==> src/sv/s2tw_pkg.sv <==
// shared types, codes and helper functions for the stage-2 table walker
package s2tw_pkg;

    localparam int PaBits = 40;

    localparam int CfgIndexWidth = 3;
    localparam int CfgDataWidth  = 48;

    typedef enum logic [CfgIndexWidth-1:0] {
        REG_REGION_SIZE_OFFSET = 3'd0,
        REG_GRANULE_CODE       = 3'd1,
        REG_OUTPUT_SIZE_CODE   = 3'd2,
        REG_START_LEVEL_CODE   = 3'd3,
        REG_TABLE_BASE         = 3'd4,
        REG_BIG_ENDIAN_TABLES  = 3'd5,
        REG_GUEST_IS_AARCH32   = 3'd6
    } cfg_reg_t;

    typedef enum logic [2:0] {
        KIND_READ     = 3'd0,
        KIND_XLATE    = 3'd1,
        KIND_FAULT    = 3'd2,
        KIND_BAD_CFG  = 3'd3,
        KIND_READ_ERR = 3'd4
    } kind_t;

    typedef enum logic [1:0] {
        FAULT_NONE        = 2'd0,
        FAULT_TRANSLATION = 2'd1,
        FAULT_ADDR_SIZE   = 2'd2,
        FAULT_ACCESS      = 2'd3
    } fault_t;

    typedef enum logic {
        CMD_START    = 1'b0,
        CMD_RESPONSE = 1'b1
    } cmd_t;

    typedef struct packed {
        logic [5:0]  region_size_offset;
        logic [1:0]  granule_code;
        logic [2:0]  output_size_code;
        logic [1:0]  start_level_code;
        logic [47:0] table_base;
        logic        big_endian_tables;
        logic        guest_is_aarch32;
    } cfg_t;

    typedef struct packed {
        logic        read_failed;
        logic [63:0] descriptor;
        logic [47:0] ipa;
        cmd_t        cmd;
    } item_t;

    typedef struct packed {
        logic        busy;
        logic [1:0]  level;
        logic [47:0] base;
        logic [5:0]  top;
        logic [47:0] pipa;
    } walk_state_t;

    typedef struct packed {
        kind_t       kind;
        logic [47:0] read_address;
        logic [47:0] output_address;
        logic [5:0]  block_size_log2;
        logic [1:0]  walk_level;
        logic        can_read;
        logic        can_write;
        logic [11:0] upper_attributes;
        fault_t      fault_code;
    } result_t;

    // bits lo..hi set, clear where lo lies above hi
    function automatic logic [47:0] bits_mask(input logic [5:0] hi, input logic [5:0] lo);
        logic [47:0] m;
        for (int i = 0; i < 48; i++) begin
            m[i] = (6'(i) >= lo) && (6'(i) <= hi);
        end
        return m;
    endfunction

    function automatic logic [5:0] page_shift(input logic [1:0] gran);
        logic [5:0] ps;
        case (gran)
            2'd0:    ps = 6'd12;
            2'd1:    ps = 6'd14;
            default: ps = 6'd16;
        endcase
        return ps;
    endfunction

    // lowest input address bit resolved at a level
    function automatic logic [5:0] level_bottom(input logic [1:0] gran, input logic [1:0] lvl);
        logic [5:0] ps;
        logic [3:0] stride;
        logic [1:0] steps;
        ps     = page_shift(gran);
        stride = 4'(ps - 6'd3);
        steps  = 2'd3 - lvl;
        return 6'(steps * stride) + ps;
    endfunction

    function automatic logic out_too_wide(input logic [2:0] osc, input logic [47:0] v);
        logic [5:0] os;
        case (osc)
            3'd0:    os = 6'd32;
            3'd1:    os = 6'd36;
            3'd2:    os = 6'd40;
            3'd3:    os = 6'd42;
            3'd4:    os = 6'd44;
            default: os = 6'd48;
        endcase
        if (os > 6'(PaBits)) begin
            os = 6'(PaBits);
        end
        return (os != 6'd48) && (|(v & bits_mask(6'd47, os)));
    endfunction

    function automatic logic [63:0] byte_swap(input logic [63:0] v);
        logic [63:0] r;
        for (int b = 0; b < 8; b++) begin
            r[8*b +: 8] = v[8*(7-b) +: 8];
        end
        return r;
    endfunction

endpackage

==> src/sv/s2tw_cfg.sv <==
// configuration register file of the stage-2 table walker
module s2tw_cfg
    import s2tw_pkg::*;
(
    input  logic                     aclk,
    input  logic                     aresetn,
    input  logic                     cfg_we,
    input  logic [CfgIndexWidth-1:0] cfg_index,
    input  logic [CfgDataWidth-1:0]  cfg_data,
    output cfg_t                     cfg
);

    cfg_t cfg_reg;

    always_ff @(posedge aclk) begin
        if (!aresetn) begin
            cfg_reg.region_size_offset <= 6'd24;
            cfg_reg.granule_code       <= 2'd0;
            cfg_reg.output_size_code   <= 3'd2;
            cfg_reg.start_level_code   <= 2'd1;
            cfg_reg.table_base         <= '0;
            cfg_reg.big_endian_tables  <= 1'b0;
            cfg_reg.guest_is_aarch32   <= 1'b0;
        end else if (cfg_we) begin
            case (cfg_reg_t'(cfg_index))
                REG_REGION_SIZE_OFFSET: cfg_reg.region_size_offset <= cfg_data[5:0];
                REG_GRANULE_CODE:       cfg_reg.granule_code       <= cfg_data[1:0];
                REG_OUTPUT_SIZE_CODE:   cfg_reg.output_size_code   <= cfg_data[2:0];
                REG_START_LEVEL_CODE:   cfg_reg.start_level_code   <= cfg_data[1:0];
                REG_TABLE_BASE:         cfg_reg.table_base         <= cfg_data[47:0];
                REG_BIG_ENDIAN_TABLES:  cfg_reg.big_endian_tables  <= cfg_data[0];
                REG_GUEST_IS_AARCH32:   cfg_reg.guest_is_aarch32   <= cfg_data[0];
                default: ;
            endcase
        end
    end

    assign cfg = cfg_reg;

endmodule

==> src/sv/s2tw_step.sv <==
// one walk step: start check or descriptor decode, next walk state and result
module s2tw_step
    import s2tw_pkg::*;
(
    input  cfg_t        cfg,
    input  walk_state_t st,
    input  item_t       item,
    output walk_state_t nxt,
    output result_t     res
);

    logic [5:0]        ps_w;
    logic [5:0]        stride_w;
    logic signed [2:0] start_lvl;
    logic [6:0]        insz;
    logic              cfg_bad;
    logic [5:0]        bot_start;
    logic signed [7:0] first_span;
    logic signed [7:0] size_lim;
    logic [5:0]        base_lo;
    logic [5:0]        bot_cur;
    logic [5:0]        bot_rd;
    logic [1:0]        first_block;
    logic [63:0]       desc;
    logic [47:0]       idx;
    logic              do_read;

    always_comb begin
        res      = '0;
        nxt      = st;
        do_read  = 1'b0;
        idx      = '0;
        bot_rd   = '0;

        ps_w      = page_shift(cfg.granule_code);
        stride_w  = ps_w - 6'd3;
        start_lvl = ((cfg.granule_code == 2'd0) ? 3'sd2 : 3'sd3)
                    - $signed({1'b0, cfg.start_level_code});
        insz      = 7'd64 - {1'b0, cfg.region_size_offset};
        bot_start = level_bottom(cfg.granule_code, start_lvl[1:0]);
        first_span = $signed({1'b0, insz}) - $signed({2'b00, bot_start});
        size_lim   = $signed({2'b00, stride_w}) + 8'sd4;
        base_lo    = 6'(first_span + 8'sd3);

        cfg_bad = (insz > 7'd48) || (insz < 7'd25);
        case (cfg.granule_code)
            2'd0: begin
                if (start_lvl < 3'sd0 || (start_lvl == 3'sd0 && PaBits <= 42)) begin
                    cfg_bad = 1'b1;
                end
            end
            2'd1: begin
                if (start_lvl == 3'sd0 || (start_lvl == 3'sd1 && PaBits <= 40)) begin
                    cfg_bad = 1'b1;
                end
            end
            default: begin
                if (start_lvl == 3'sd0 || (start_lvl == 3'sd1 && PaBits <= 42)) begin
                    cfg_bad = 1'b1;
                end
            end
        endcase
        if (insz > 7'(PaBits) && (!cfg.guest_is_aarch32 || insz > 7'd40)) begin
            cfg_bad = 1'b1;
        end
        if (first_span < 8'sd1 || first_span > size_lim) begin
            cfg_bad = 1'b1;
        end

        bot_cur     = level_bottom(cfg.granule_code, st.level);
        first_block = (cfg.granule_code == 2'd0) ? 2'd1 : 2'd2;
        desc        = cfg.big_endian_tables ? byte_swap(item.descriptor) : item.descriptor;

        if (item.cmd == CMD_START) begin
            nxt.busy = 1'b0;
            if (cfg_bad) begin
                res.kind = KIND_BAD_CFG;
            end else if (out_too_wide(cfg.output_size_code, cfg.table_base)) begin
                res.kind       = KIND_FAULT;
                res.walk_level = start_lvl[1:0];
                res.fault_code = FAULT_ADDR_SIZE;
            end else begin
                nxt.level = start_lvl[1:0];
                nxt.base  = cfg.table_base & bits_mask(6'd47, base_lo);
                nxt.top   = 6'(insz - 7'd1);
                nxt.pipa  = item.ipa;
                do_read   = 1'b1;
            end
        end else if (!st.busy) begin
            res.kind = KIND_READ_ERR;
        end else if (item.read_failed) begin
            nxt.busy = 1'b0;
            res.kind = KIND_READ_ERR;
        end else if (!desc[0] || (desc[1:0] == 2'b01 && st.level == 2'd3)) begin
            nxt.busy       = 1'b0;
            res.kind       = KIND_FAULT;
            res.walk_level = st.level;
            res.fault_code = FAULT_TRANSLATION;
        end else if (desc[1:0] == 2'b11 && st.level != 2'd3) begin
            // table descriptor: descend one level
            if (out_too_wide(cfg.output_size_code, desc[47:0])) begin
                nxt.busy       = 1'b0;
                res.kind       = KIND_FAULT;
                res.walk_level = st.level;
                res.fault_code = FAULT_ADDR_SIZE;
            end else begin
                nxt.base  = desc[47:0] & bits_mask(6'd47, ps_w);
                nxt.level = st.level + 2'd1;
                nxt.top   = bot_cur - 6'd1;
                do_read   = 1'b1;
            end
        end else begin
            nxt.busy       = 1'b0;
            res.walk_level = st.level;
            res.kind       = KIND_FAULT;
            if (st.level < first_block) begin
                res.fault_code = FAULT_TRANSLATION;
            end else if (out_too_wide(cfg.output_size_code, desc[47:0])) begin
                res.fault_code = FAULT_ADDR_SIZE;
            end else if (!desc[10]) begin
                res.fault_code = FAULT_ACCESS;
            end else begin
                res.kind             = KIND_XLATE;
                res.output_address   = (desc[47:0] & bits_mask(6'd47, bot_cur))
                                       | (st.pipa & ~bits_mask(6'd63, bot_cur));
                res.block_size_log2  = bot_cur;
                res.can_read         = desc[6];
                res.can_write        = desc[7];
                res.upper_attributes = desc[63:52];
            end
        end

        if (do_read) begin
            bot_rd           = level_bottom(cfg.granule_code, nxt.level);
            idx              = (nxt.pipa & bits_mask(nxt.top, bot_rd)) >> (bot_rd - 6'd3);
            nxt.busy         = 1'b1;
            res.kind         = KIND_READ;
            res.read_address = nxt.base | idx;
            res.walk_level   = nxt.level;
        end
    end

endmodule

==> src/sv/stage2_table_walker.sv <==
// top level of the stage-2 table walker: input register, walk step, result register
//
//  channel   direction  transaction
//  s_*       in         start request or descriptor response
//  m_*       out        read request, translation, fault or error
//  cfg_*     in         register write, one per cycle, no read-back
//
// each transaction gives one result, held first in the input register and then in the result register
// one transaction per cycle is sustained while results are taken; the walk step is one pass of logic
// between the input register and the result register, and walk state is
// updated as the result is loaded
// a stalled result holds the input register, and s_tready falls once it fills
// reset is synchronous: walker idle, configuration registers back to their defaults
module stage2_table_walker
    import s2tw_pkg::*;
(
    input  logic                     aclk,
    input  logic                     aresetn,
    input  logic                     s_tvalid,
    output logic                     s_tready,
    input  logic [111:0]             s_tdata,   // ipa, descriptor
    input  logic [1:0]               s_tuser,   // cmd, read_failed
    output logic                     m_tvalid,
    input  logic                     m_tready,
    output logic [119:0]             m_tdata,   // read_address, output_address,
                                                // block_size_log2, walk_level, can_read,
                                                // can_write, upper_attributes, fault_code
    output logic [2:0]               m_tuser,   // kind
    input  logic                     cfg_we,
    input  logic [CfgIndexWidth-1:0] cfg_index,
    input  logic [CfgDataWidth-1:0]  cfg_data
);

    cfg_t        cfg;
    item_t       item_reg;
    logic        in_valid_reg;
    result_t     out_reg;
    logic        out_valid_reg;
    walk_state_t state_reg;
    walk_state_t state_next;
    result_t     res_next;
    logic        advance;

    s2tw_cfg u_cfg (
        .aclk      (aclk),
        .aresetn   (aresetn),
        .cfg_we    (cfg_we),
        .cfg_index (cfg_index),
        .cfg_data  (cfg_data),
        .cfg       (cfg)
    );

    s2tw_step u_step (
        .cfg  (cfg),
        .st   (state_reg),
        .item (item_reg),
        .nxt  (state_next),
        .res  (res_next)
    );

    assign advance  = in_valid_reg && (!out_valid_reg || m_tready);
    assign s_tready = !in_valid_reg || advance;

    always_ff @(posedge aclk) begin
        if (!aresetn) begin
            in_valid_reg  <= 1'b0;
            out_valid_reg <= 1'b0;
            state_reg     <= '0;
        end else begin
            if (s_tready) begin
                in_valid_reg <= s_tvalid;
            end
            if (advance) begin
                out_valid_reg <= 1'b1;
                state_reg     <= state_next;
            end else if (m_tready) begin
                out_valid_reg <= 1'b0;
            end
        end
    end

    always_ff @(posedge aclk) begin
        if (s_tready && s_tvalid) begin
            item_reg.cmd         <= cmd_t'(s_tuser[0]);
            item_reg.read_failed <= s_tuser[1];
            item_reg.ipa         <= s_tdata[47:0];
            item_reg.descriptor  <= s_tdata[111:48];
        end
        if (advance) begin
            out_reg <= res_next;
        end
    end

    assign m_tvalid = out_valid_reg;
    assign m_tuser  = out_reg.kind;
    assign m_tdata  = {out_reg.fault_code, out_reg.upper_attributes, out_reg.can_write,
                       out_reg.can_read, out_reg.walk_level, out_reg.block_size_log2,
                       out_reg.output_address, out_reg.read_address};

    // a pending read request always belongs to a live walk
    a_read_busy: assert property (@(posedge aclk) disable iff (!aresetn)
        (out_valid_reg && out_reg.kind == KIND_READ) |-> state_reg.busy)
        else $error("read request shown while walker idle");

    // fault code is set for faults and only for faults
    a_fault_code: assert property (@(posedge aclk) disable iff (!aresetn)
        out_valid_reg |-> ((out_reg.fault_code != FAULT_NONE) == (out_reg.kind == KIND_FAULT)))
        else $error("fault code does not match result kind");

    // a finished translation maps at least one smallest page
    a_block_size: assert property (@(posedge aclk) disable iff (!aresetn)
        (out_valid_reg && out_reg.kind == KIND_XLATE) |-> (out_reg.block_size_log2 >= 6'd12))
        else $error("translation with block size below 4K");

    // input side only backs off while a transaction is held
    a_ready_hold: assert property (@(posedge aclk) disable iff (!aresetn)
        !s_tready |-> (in_valid_reg && out_valid_reg && !m_tready))
        else $error("input stalled without a held transaction");

    // walk state only moves when a transaction passes the step logic
    a_state_stable: assert property (@(posedge aclk) disable iff (!aresetn)
        !advance |=> $stable(state_reg))
        else $error("walk state changed without a transaction");

endmodule

==> config.mk <==
export PLATFORM = sky130hd
export DESIGN_NAME = stage2_table_walker
export DESIGN_NICKNAME = d
export VERILOG_FILES = /design/src/sv/s2tw_pkg.sv /design/src/sv/s2tw_cfg.sv /design/src/sv/s2tw_step.sv /design/src/sv/stage2_table_walker.sv
export SDC_FILE = /design/constraint.sdc
export NUM_CORES = 1
export LEC_CHECK = 0
export BUFFER_PORTS_ARGS = -buffer_cell sky130_fd_sc_hd__buf_2
export CELL_PAD_IN_SITES_DETAIL_PLACEMENT = 2
export CELL_PAD_IN_SITES_GLOBAL_PLACEMENT = 2
export CORE_UTILIZATION = 33
export CTS_CLUSTER_DIAMETER = 50
export DETAILED_ROUTE_END_ITERATION = 16
export PLACE_DENSITY = 0.76
export SYNTH_ARGS = -nofsm -noshare
export SYNTH_HDL_FRONTEND = slang
export SYNTH_SLANG_ARGS = --single-unit
==> constraint.sdc <==
create_clock -name aclk -period 9.89 [get_ports aclk]
set_input_delay 1.978 -clock aclk [delete_from_list [all_inputs] [get_ports aclk]]
set_output_delay 1.978 -clock aclk [all_outputs]
set_load 0.01 [all_outputs]
==> results of run 1 <==
[layer usage]
metal / GRT usage / part of all wire / vias to the layer above / wire (µm)
met5: 0 / 0 / - / 0
met4: 0.130 / 0.044 / 0 / 4910
met3: 0.0378 / 0.053 / 205 / 5910
met2: 0.538 / 0.48 / 853 / 54100
met1: 0.408 / 0.42 / 11300 / 47400
li1: - / - / 9603 / -
[worst max-delay path: cells and delay by family (launching register included)]
family                     cells  cell delay [ns]
adders and majority gates      9             3.79
xor gates and xnor gates       1             0.12
DFF                            1             0.36
AOI/OAI and AO/OA             13             2.52
muxes                          1             0.47
and+or+nand+nor               10             1.42
buffers and inverters          5             0.58
[final cells by class]
class / instances / area, µm² / area share
Sequential cell: 383 / 10000 / 0.373
Inverter: 56 / 218 / 0.00809
Antenna cell: 1 / 2.50 / 0.0000929
Tap cell: 873 / 1090 / 0.0406
Clock buffer: 65 / 1470 / 0.0544
Multi-Input combinational cell: 1860 / 11700 / 0.435
Timing Repair Buffer: 363 / 1990 / 0.0739
Clock inverter: 37 / 404 / 0.0150
[what timing repair did]
item,in CTS,in global routing
pin swaps,0,0
setup endpoints to repair,1,46
gates resized for setup,1,27
gates cloned,0,1
[kinds of logic (layout without fill, tap and decap cells)]
family          count (synthesis)  in the layout  synth area share
simple gates                  901            901             0.176
compound gates                699            699             0.203
flops                         383            383             0.446
buf+inv                       226            521            0.0424
mux                           173            173            0.0859
fa+ha+maj                      53             53            0.0335
xor+xnor                       34             34            0.0132
other cells                     0              1                 0
[cell usage in the layout (no fill, tap or decap), types with 10 or more instances in the layout]
cell type,netlist,routed
nand2_1,392,391
buf_2,25,295
nor2_1,257,252
a21oi_1,252,248
edfxtp_1,237,237
dfxtp_1,146,143
mux2i_1,120,118
o21ai_0,111,111
buf_4,10,67
nor3_1,62,61
nand3_1,61,60
clkbuf_16,0,56
inv_1,52,52
a211oi_1,51,49
ha_1,41,39
a31oi_1,37,37
mux2_2,37,37
o211ai_1,28,28
o21a_1,22,22
nor4_1,21,21
o31ai_1,20,20
xnor2_1,23,18
a21o_1,18,18
and3_1,14,14
o22ai_1,13,13
o221ai_1,14,13
a311oi_1,13,13
nor2b_1,12,12
a22oi_1,12,12
inv_6,0,11
and2_1,12,11
fa_1,12,11
or3_1,10,10
[final timing paths]
path                        end  slack (ns)  cells past startpoint
setup / recovery    m_tdata[18]        0.38                     39
hold / removal    u_cfg.cfg[46]        0.46                      2
setup reg to reg    m_tdata[18]        0.38                     39
hold reg to reg   u_cfg.cfg[46]        0.46                      2
[power groups by stage]
stage                     registers (µW)  clock network (µW)  logic (µW)
after floorplan                     1850                   0        1240
after global placement              1860                   0        2020
after detailed placement            1860                   0        2060
after CTS                           1830                2050        2070
after global routing                1840                2110        2250
final                               1830                2030        2150
[per-stage QoR]
stage	hold WS (ns)	power, µW
2_1_floorplan	0.432	3090
3_3_place_gp	0.439	3880
3_5_place_dp	0.452	3920
4_1_cts	0.459	5950
5_1_grt	0.483	6200
6_report	0.459	6010
==> results.toml, run 1 <==
[synth]
syn_avg_cell_area_um2 = 9.11
synth.most_common_cell = "nand2_1"
synth_top_area_cell = "edfxtp_1"
synth_top_area_frac = 0.316
synth_edf_count = 237
ys_async_sr_fraction = 0
syn_inst = 2469
synth.cell_area_mm2 = 0.0225
netlist_top_cells_count = "392 x nand2_1, 257 x nor2_1, 252 x a21oi_1, 237 x edfxtp_1, 146 x dfxtp_1"
synth-main-ff-cell = "edfxtp_1"
synthDistinctLibCells = 101
seq_area_frac_synth = 0.446
ys_warn_count = 0
synth_area_leaders = "edfxtp_1 32%, dfxtp_1 13%, nand2_1 6.5%"
ys_ff_latch = 383
synth_nets = 2692

[sta]
min_period_ns = 9.51
drv_slew = 0
fmax_mhz = 105
slew-limit-headroom = 0.206
fin_ws_ns = 0.380
timing.setup.tns_ns = 0
finalClockSkew_ns = 0.0284
setup_viol = 0
worst_pin_slew_ns = 1.18
fin_crit_sh = 0.962
hold_viol = 0

[placement]
place_area_mm2 = 0.0249
place_ws_ns = 0.0406
dp_cells = 3534
hpwl_mm = 86.8
io_buffers = 294
gp_congestion = 0.957

[die]
fp.coreArea_mm2 = 0.0673
die_area_mm2 = 0.0692
dieHeight_um = 263
die-width_um = 263
rows = 95
start_util = 0.334
io_pins = 295

[clocking]
htree_num_levels = 2
postCtsSetupRepairBufs = 0
ctsLongestPathBuffers = 3
hold_buffers = 0
cts_tree = "built"
clk_latency_ns = 0.61
cts_buffers = 55
cts.sinks = 383
clock-root-buffer = "clkbuf_16"
clk_pin_slew_ns = 0.06

[power_and_ir_drop]
combPwrFrac = 0.358
swShare = 0.408
power_switching_uw = 2450
internal-power_uw = 3550
power_frac_seq = 0.305
p_leak_uw = 0.00953
irDropWorstVdd_mv = 0.146
p_per_area_mw_per_mm2 = 223
p_clk_frac = 0.337

[final_layout]
areaGrowthSynthToFinish_pct = 19.7
final_area_mm2 = 0.0269
final_util = 0.400
fin_nets = 2942
largest_reg_flops = 120
finalNonFillerCells = 3638
n_fill_cell = 7336
drive_gt1_frac = 0.213

[grt]
overflow = 0
grt_pass1_vias = 23200
grt_max_degree = 105
grt_pass1_wl_mm = 162
gr-usage-all-layers = 0.317
antenna_found_initial = 3

[setup_path]
critPathKind = "reg -> reg"
cpPeakStageDelay_ns = 0.77
critical_path.startpoint_type = "flip-flop"
arrival_ns = 9.84
endpoint_kind = "flip-flop"
crit_fanout = 12
cp.required_ns = 10.22
cpMaxStageDelayCell = "fa_2"
rr_startpoint = "u_cfg.cfg[50]"
startpoint = "u_cfg.cfg[50]"

[detailed_routing]
drt_pass1_iterations = 5
num_vias = 21900
drtIter0Drc = 1973
drt-total-wl_mm = 112
antenna_left = 0
drc = 0
routedWlPerCell_um = 30.9
viasPerCell = 6.03

[hold_path]
hp-start = "u_cfg.cfg[46]"
hp-class = "reg -> reg"

[run]
maxCapViolations = 0

[run_status]
status = "complete, no violations"
(Power assumes the default switching activity.)
==> run 2: changes to the inputs <==
Settings changed: CORE_MARGIN set to 4, CORE_UTILIZATION 33 to 36, PLACE_DENSITY 0.76 to 0.79.
Clock period 9.89 ns to 9.55 ns, I/O delays scaled along.
==> run 2 against run 1 <==
  * Fmax rose by 2.8%
  * Combinational power rose by 11%
  * First-iteration DRC count rose by 11%
  * Critical path depth fell by 5
  * Hold slack improved by 0.0035 ns
  * Clock skew rose by 0.0027 ns
  * Cell count barely moved
  * Register-to-register slack got worse by 0.08 ns
  * Clock-buffer cell count rose by 8
  * Total power rose by 6.3%
==> results.toml, run 2 (synthesized netlist as in run 1, its figures left out) <==
[sta]
fmax_mhz = 108
fin_ws_ns = 0.303
worst_pin_slew_ns = 1.19
drv_slew = 0
fin_crit_sh = 0.968
finalClockSkew_ns = 0.0311
slew-limit-headroom = 0.203
hold_viol = 0
timing.setup.tns_ns = 0
setup_viol = 0
holdWs_ns = 0.463
min_period_ns = 9.25

[die]
rows = 91
die_area_mm2 = 0.0666
io_pins = 295
die-width_um = 258
start_util = 0.364
dieHeight_um = 258
fp.coreArea_mm2 = 0.0618

[detailed_routing]
drc = 0
antenna_left = 0
drt_pass1_iterations = 5
drt-total-wl_mm = 119
routedWlPerCell_um = 32.6
drtIter0Drc = 2183
viasPerCell = 6.11
num_vias = 22200

[setup_path]
arrival_ns = 9.57
critical_path.top_delay_family = "compound AO/OA/AOI/OAI gates"
cpMaxStageDelayCell = "fa_1"
path_common_cell = "ha_1"
rr_startpoint = "u_cfg.cfg[55]"
endpoint_kind = "flip-flop"
cpPeakStageDelay_ns = 0.56
crit_fanout = 5
critPathKind = "reg -> reg"
cp.required_ns = 9.88
cp.buffers_inverters = 4
r2r-end = "m_tdata[2]"
r2r_slack_ns = 0.30
r2r.worst_path.cells = 34
crit_cells = 34
critical_path.startpoint_type = "flip-flop"

[clocking]
cts.sinks = 383
clock-root-buffer = "clkbuf_16"
clk_pin_slew_ns = 0.06
htree_num_levels = 2
cts_buffers = 55
cts_tree = "built"
ctsLongestPathBuffers = 3
clk_latency_ns = 0.62

[placement]
io_buffers = 294
place_ws_ns = -0.0449
gp_congestion = 0.931
hpwl_mm = 92.0

[final_layout]
final_util = 0.441
largest_reg_flops = 120
final_cell_mix = "389 x nand2_1, 294 x buf_2, 253 x nor2_1"
fin_nets = 2979
areaGrowthSynthToFinish_pct = 21.3
final_common_cell = "nand2_1"
drive_gt1_frac = 0.225

[hold_path]
hp-class = "reg -> reg"
hp-start = "state_reg[46]"
whs_endpoint = "state_reg[46]"
hold-path-cell-count = 2

[power_and_ir_drop]
irDropWorstVdd_mv = 0.214
p_leak_uw = 0.00974
p_per_area_mw_per_mm2 = 234

[grt]
gr-usage-all-layers = 0.342
grt_pass1_vias = 23300
antenna_found_initial = 7
grt_max_degree = 97
overflow = 0
grt_pass1_wl_mm = 169

[run]
maxCapViolations = 0

[run_status]
status = "complete, no violations"
==> run 2: power breakdown <==
part	total, µW	switching [µW]	internal (µW)
registers	1900	60.6	1840
clock network	2110	845	1260
logic	2380	1720	656
==> run 2: worst max path at each step <==
| stage | startpoint | end |
|---|---|---|
| after global placement | u_cfg.cfg[55] | m_tdata[4] |
| after floorplan | u_cfg.cfg[50] | m_tdata[3] |
| final | u_cfg.cfg[55] | m_tdata[2] |
| after global routing | u_cfg.cfg[50] | m_tdata[14] |
| after CTS | u_cfg.cfg[55] | m_tdata[27] |
| after detailed placement | u_cfg.cfg[55] | m_tdata[4] |
==> run 2: what timing repair did <==
item                                    CTS  global route
resized for setup                         2            45
hold buffers                              0             0
cloned                                    0             0
setup buffers                             0             1
pin swaps                                 0             1
endpoints found under the setup margin    3            41
==> run 2: final cells by class <==
cell class	count	area (µm²)
fillers	6729	34500
inverters	56	218
flip-flops and latches	383	10000
repair buffers	400	2270
diodes	1	2.50
clock inverters	31	320
multi-input cells	1860	11800
well taps	837	1050
clock buffers	73	1570
==> run 2: worst min-delay path, cell delays in order, from the launching register on <==
cell     delay, ns
dfxtp_1       0.31
nand2_1       0.05
a21oi_1       0.05
==> run 2: per-layer routing <==
layer,GRT usage,vias to the layer above,share of wire
li1,-,9672,-
met1,0.441,11500,0.42
met2,0.581,814,0.48
met3,0.0591,209,0.061
met4,0.120,8,0.042
met5,0,-,0.00048
==> run 2: stage by stage <==
stage | std cells | power (µW) | cell area, µm²
2_1_floorplan | 2469 | 3200 | 22500
3_3_place_gp | 3535 | 4130 | 25200
3_5_place_dp | 3535 | 4170 | 25200
4_1_cts | 3639 | 6280 | 27100
5_1_grt | 3641 | 6590 | 27300
6_report | 3641 | 6380 | 27300
==> run 3: changes to the inputs <==
Settings changed: REMOVE_ABC_BUFFERS set to 1.
==> run 3 against run 2 <==
  * Sequential share of layout area is 0.28 points higher
  * Non-clock buffer count is 14 lower
  * Clock power is 3% lower
  * Cell area decreased by 0.73%
  * Largest cell class unchanged
  * Highest routed layer unchanged
==> results.toml, run 3 (synthesized netlist as in run 1, its figures left out) <==
[final_layout]
final_cell_mix = "391 x nand2_1, 294 x buf_2, 254 x nor2_1"
drive_gt1_frac = 0.219
final_common_cell = "nand2_1"
largest_reg_flops = 120
final_area_mm2 = 0.0271
finalNonFillerCells = 3619
fin_nets = 2962
areaGrowthSynthToFinish_pct = 20.4

[sta]
hold_viol = 0
drv_slew = 0
min_period_ns = 9.27
worst_pin_slew_ns = 1.31
fmax_mhz = 108
finalClockSkew_ns = 0.0676
setup_viol = 0
slew-limit-headroom = 0.119
fin_crit_sh = 0.971
holdWs_ns = 0.466
fin_ws_ns = 0.280

[detailed_routing]
antenna_left = 0
drc = 0
num_vias = 22300
routedWlPerCell_um = 32.6
drtIter0Drc = 2227
viasPerCell = 6.15
drt-total-wl_mm = 118
drt_pass1_iterations = 5

[grt]
overflow = 0
grt_max_degree = 79
antenna_found_initial = 4
grt_pass1_vias = 23400
gr-usage-all-layers = 0.340
grt_pass1_wl_mm = 167

[die]
dieHeight_um = 258
io_pins = 295
die_area_mm2 = 0.0666
die-width_um = 258
start_util = 0.364
fp.coreArea_mm2 = 0.0618
rows = 91

[run_status]
status = "complete, no violations"

[placement]
io_buffers = 294
place_area_mm2 = 0.0251
dp_cells = 3519
place_ws_ns = -0.184
hpwl_mm = 89.9
gp_congestion = 0.974

[setup_path]
critical_path.top_delay_family = "compound AO/OA/AOI/OAI gates"
critPathKind = "reg -> reg"
arrival_ns = 9.55
cp.buffers_inverters = 6
critical_path.startpoint_type = "flip-flop"
cp.required_ns = 9.83
cpPeakStageDelay_ns = 0.55
cpMaxStageDelayCell = "fa_1"
endpoint_kind = "flip-flop"
crit_fanout = 10
path_common_cell = "ha_1"

[clocking]
clk_latency_ns = 0.64
htree_num_levels = 2
cts.sinks = 383
clk_pin_slew_ns = 0.06
ctsLongestPathBuffers = 3
clock-root-buffer = "clkbuf_16"
cts_tree = "built"
cts_buffers = 51

[run]
maxCapViolations = 0

[power_and_ir_drop]
p_per_area_mw_per_mm2 = 231
irDropWorstVdd_mv = 0.149
p_leak_uw = 0.00963
totalPowerFinal_uw = 6250

[hold_path]
hp-class = "reg -> reg"
## run 3: changes by cell type in the layout (fill, tap and decap cells not counted), sizes merged
cell / delta
buf: -14
clkbuf: -6
inv: -3
bufinv: +1
clkinvlp: -1
xnor2: +1
## run 3: area by class of cell
| cell class | count | area (µm²) |
|---|---|---|
| antenna | 1 | 2.50 |
| clock buffer | 67 | 1460 |
| clock inverter | 28 | 344 |
| fill | 6751 | 34700 |
| inverter | 56 | 220 |
| multi-input combinational | 1861 | 11800 |
| sequential | 383 | 10000 |
| tap | 837 | 1050 |
| timing repair buffer | 386 | 2190 |
## run 3: worst paths after layout
| kind | start | to | slack, ns | cells past startpoint |
|---|---|---|---|---|
| worst max-delay path | u_cfg.cfg[50] | m_tdata[3] | 0.28 | 37 |
| worst min-delay path | u_cfg.cfg[46] | u_cfg.cfg[46] | 0.47 | 2 |
| worst max register to register | u_cfg.cfg[50] | m_tdata[3] | 0.28 | 37 |
| worst min register to register | u_cfg.cfg[46] | u_cfg.cfg[46] | 0.47 | 2 |
## run 3: layer usage
metal / track usage / share of wire
met1: 0.461 / 0.42
met3: 0.0453 / 0.069
met4: 0.0998 / 0.034
met5: 0 / 0.00017
met2: 0.569 / 0.47
## run 3: timing repair
item	in CTS	in global routing
hold buffers	0	0
pin swaps	0	4
setup buffers	0	3
endpoints found under the setup margin	14	42
gates resized for setup	4	38
cloned	0	1
## run 3: report_power, final
| group | internal, µW | switching [µW] | total, µW |
|---|---|---|---|
| Combinational | 641 | 1670 | 2310 |
| Sequential | 1840 | 58.2 | 1890 |
| Clock | 1210 | 838 | 2040 |
## run 3: worst reg2reg max path: cells and delay by family, from the launching register on
family                   cells  cell delay [ns]
adder cells (fa/ha/maj)      8             2.71
AND/OR/NAND/NOR              5             0.98
buffers and inverters        6             0.83
AO/OA/AOI/OAI               13             3.06
multiplexers                 1             0.34
XOR/XNOR                     4             0.60
flip-flops                   1             0.41
## run 3: stage by stage
step / setup TNS, ns / utilization
after floorplan: -193.04 / -
after global placement: -0.215 / 0.405
after detailed placement: -0.342 / 0.405
after CTS: 0 / 0.435
after global routing: -0.296 / 0.438
final: 0 / 0.438
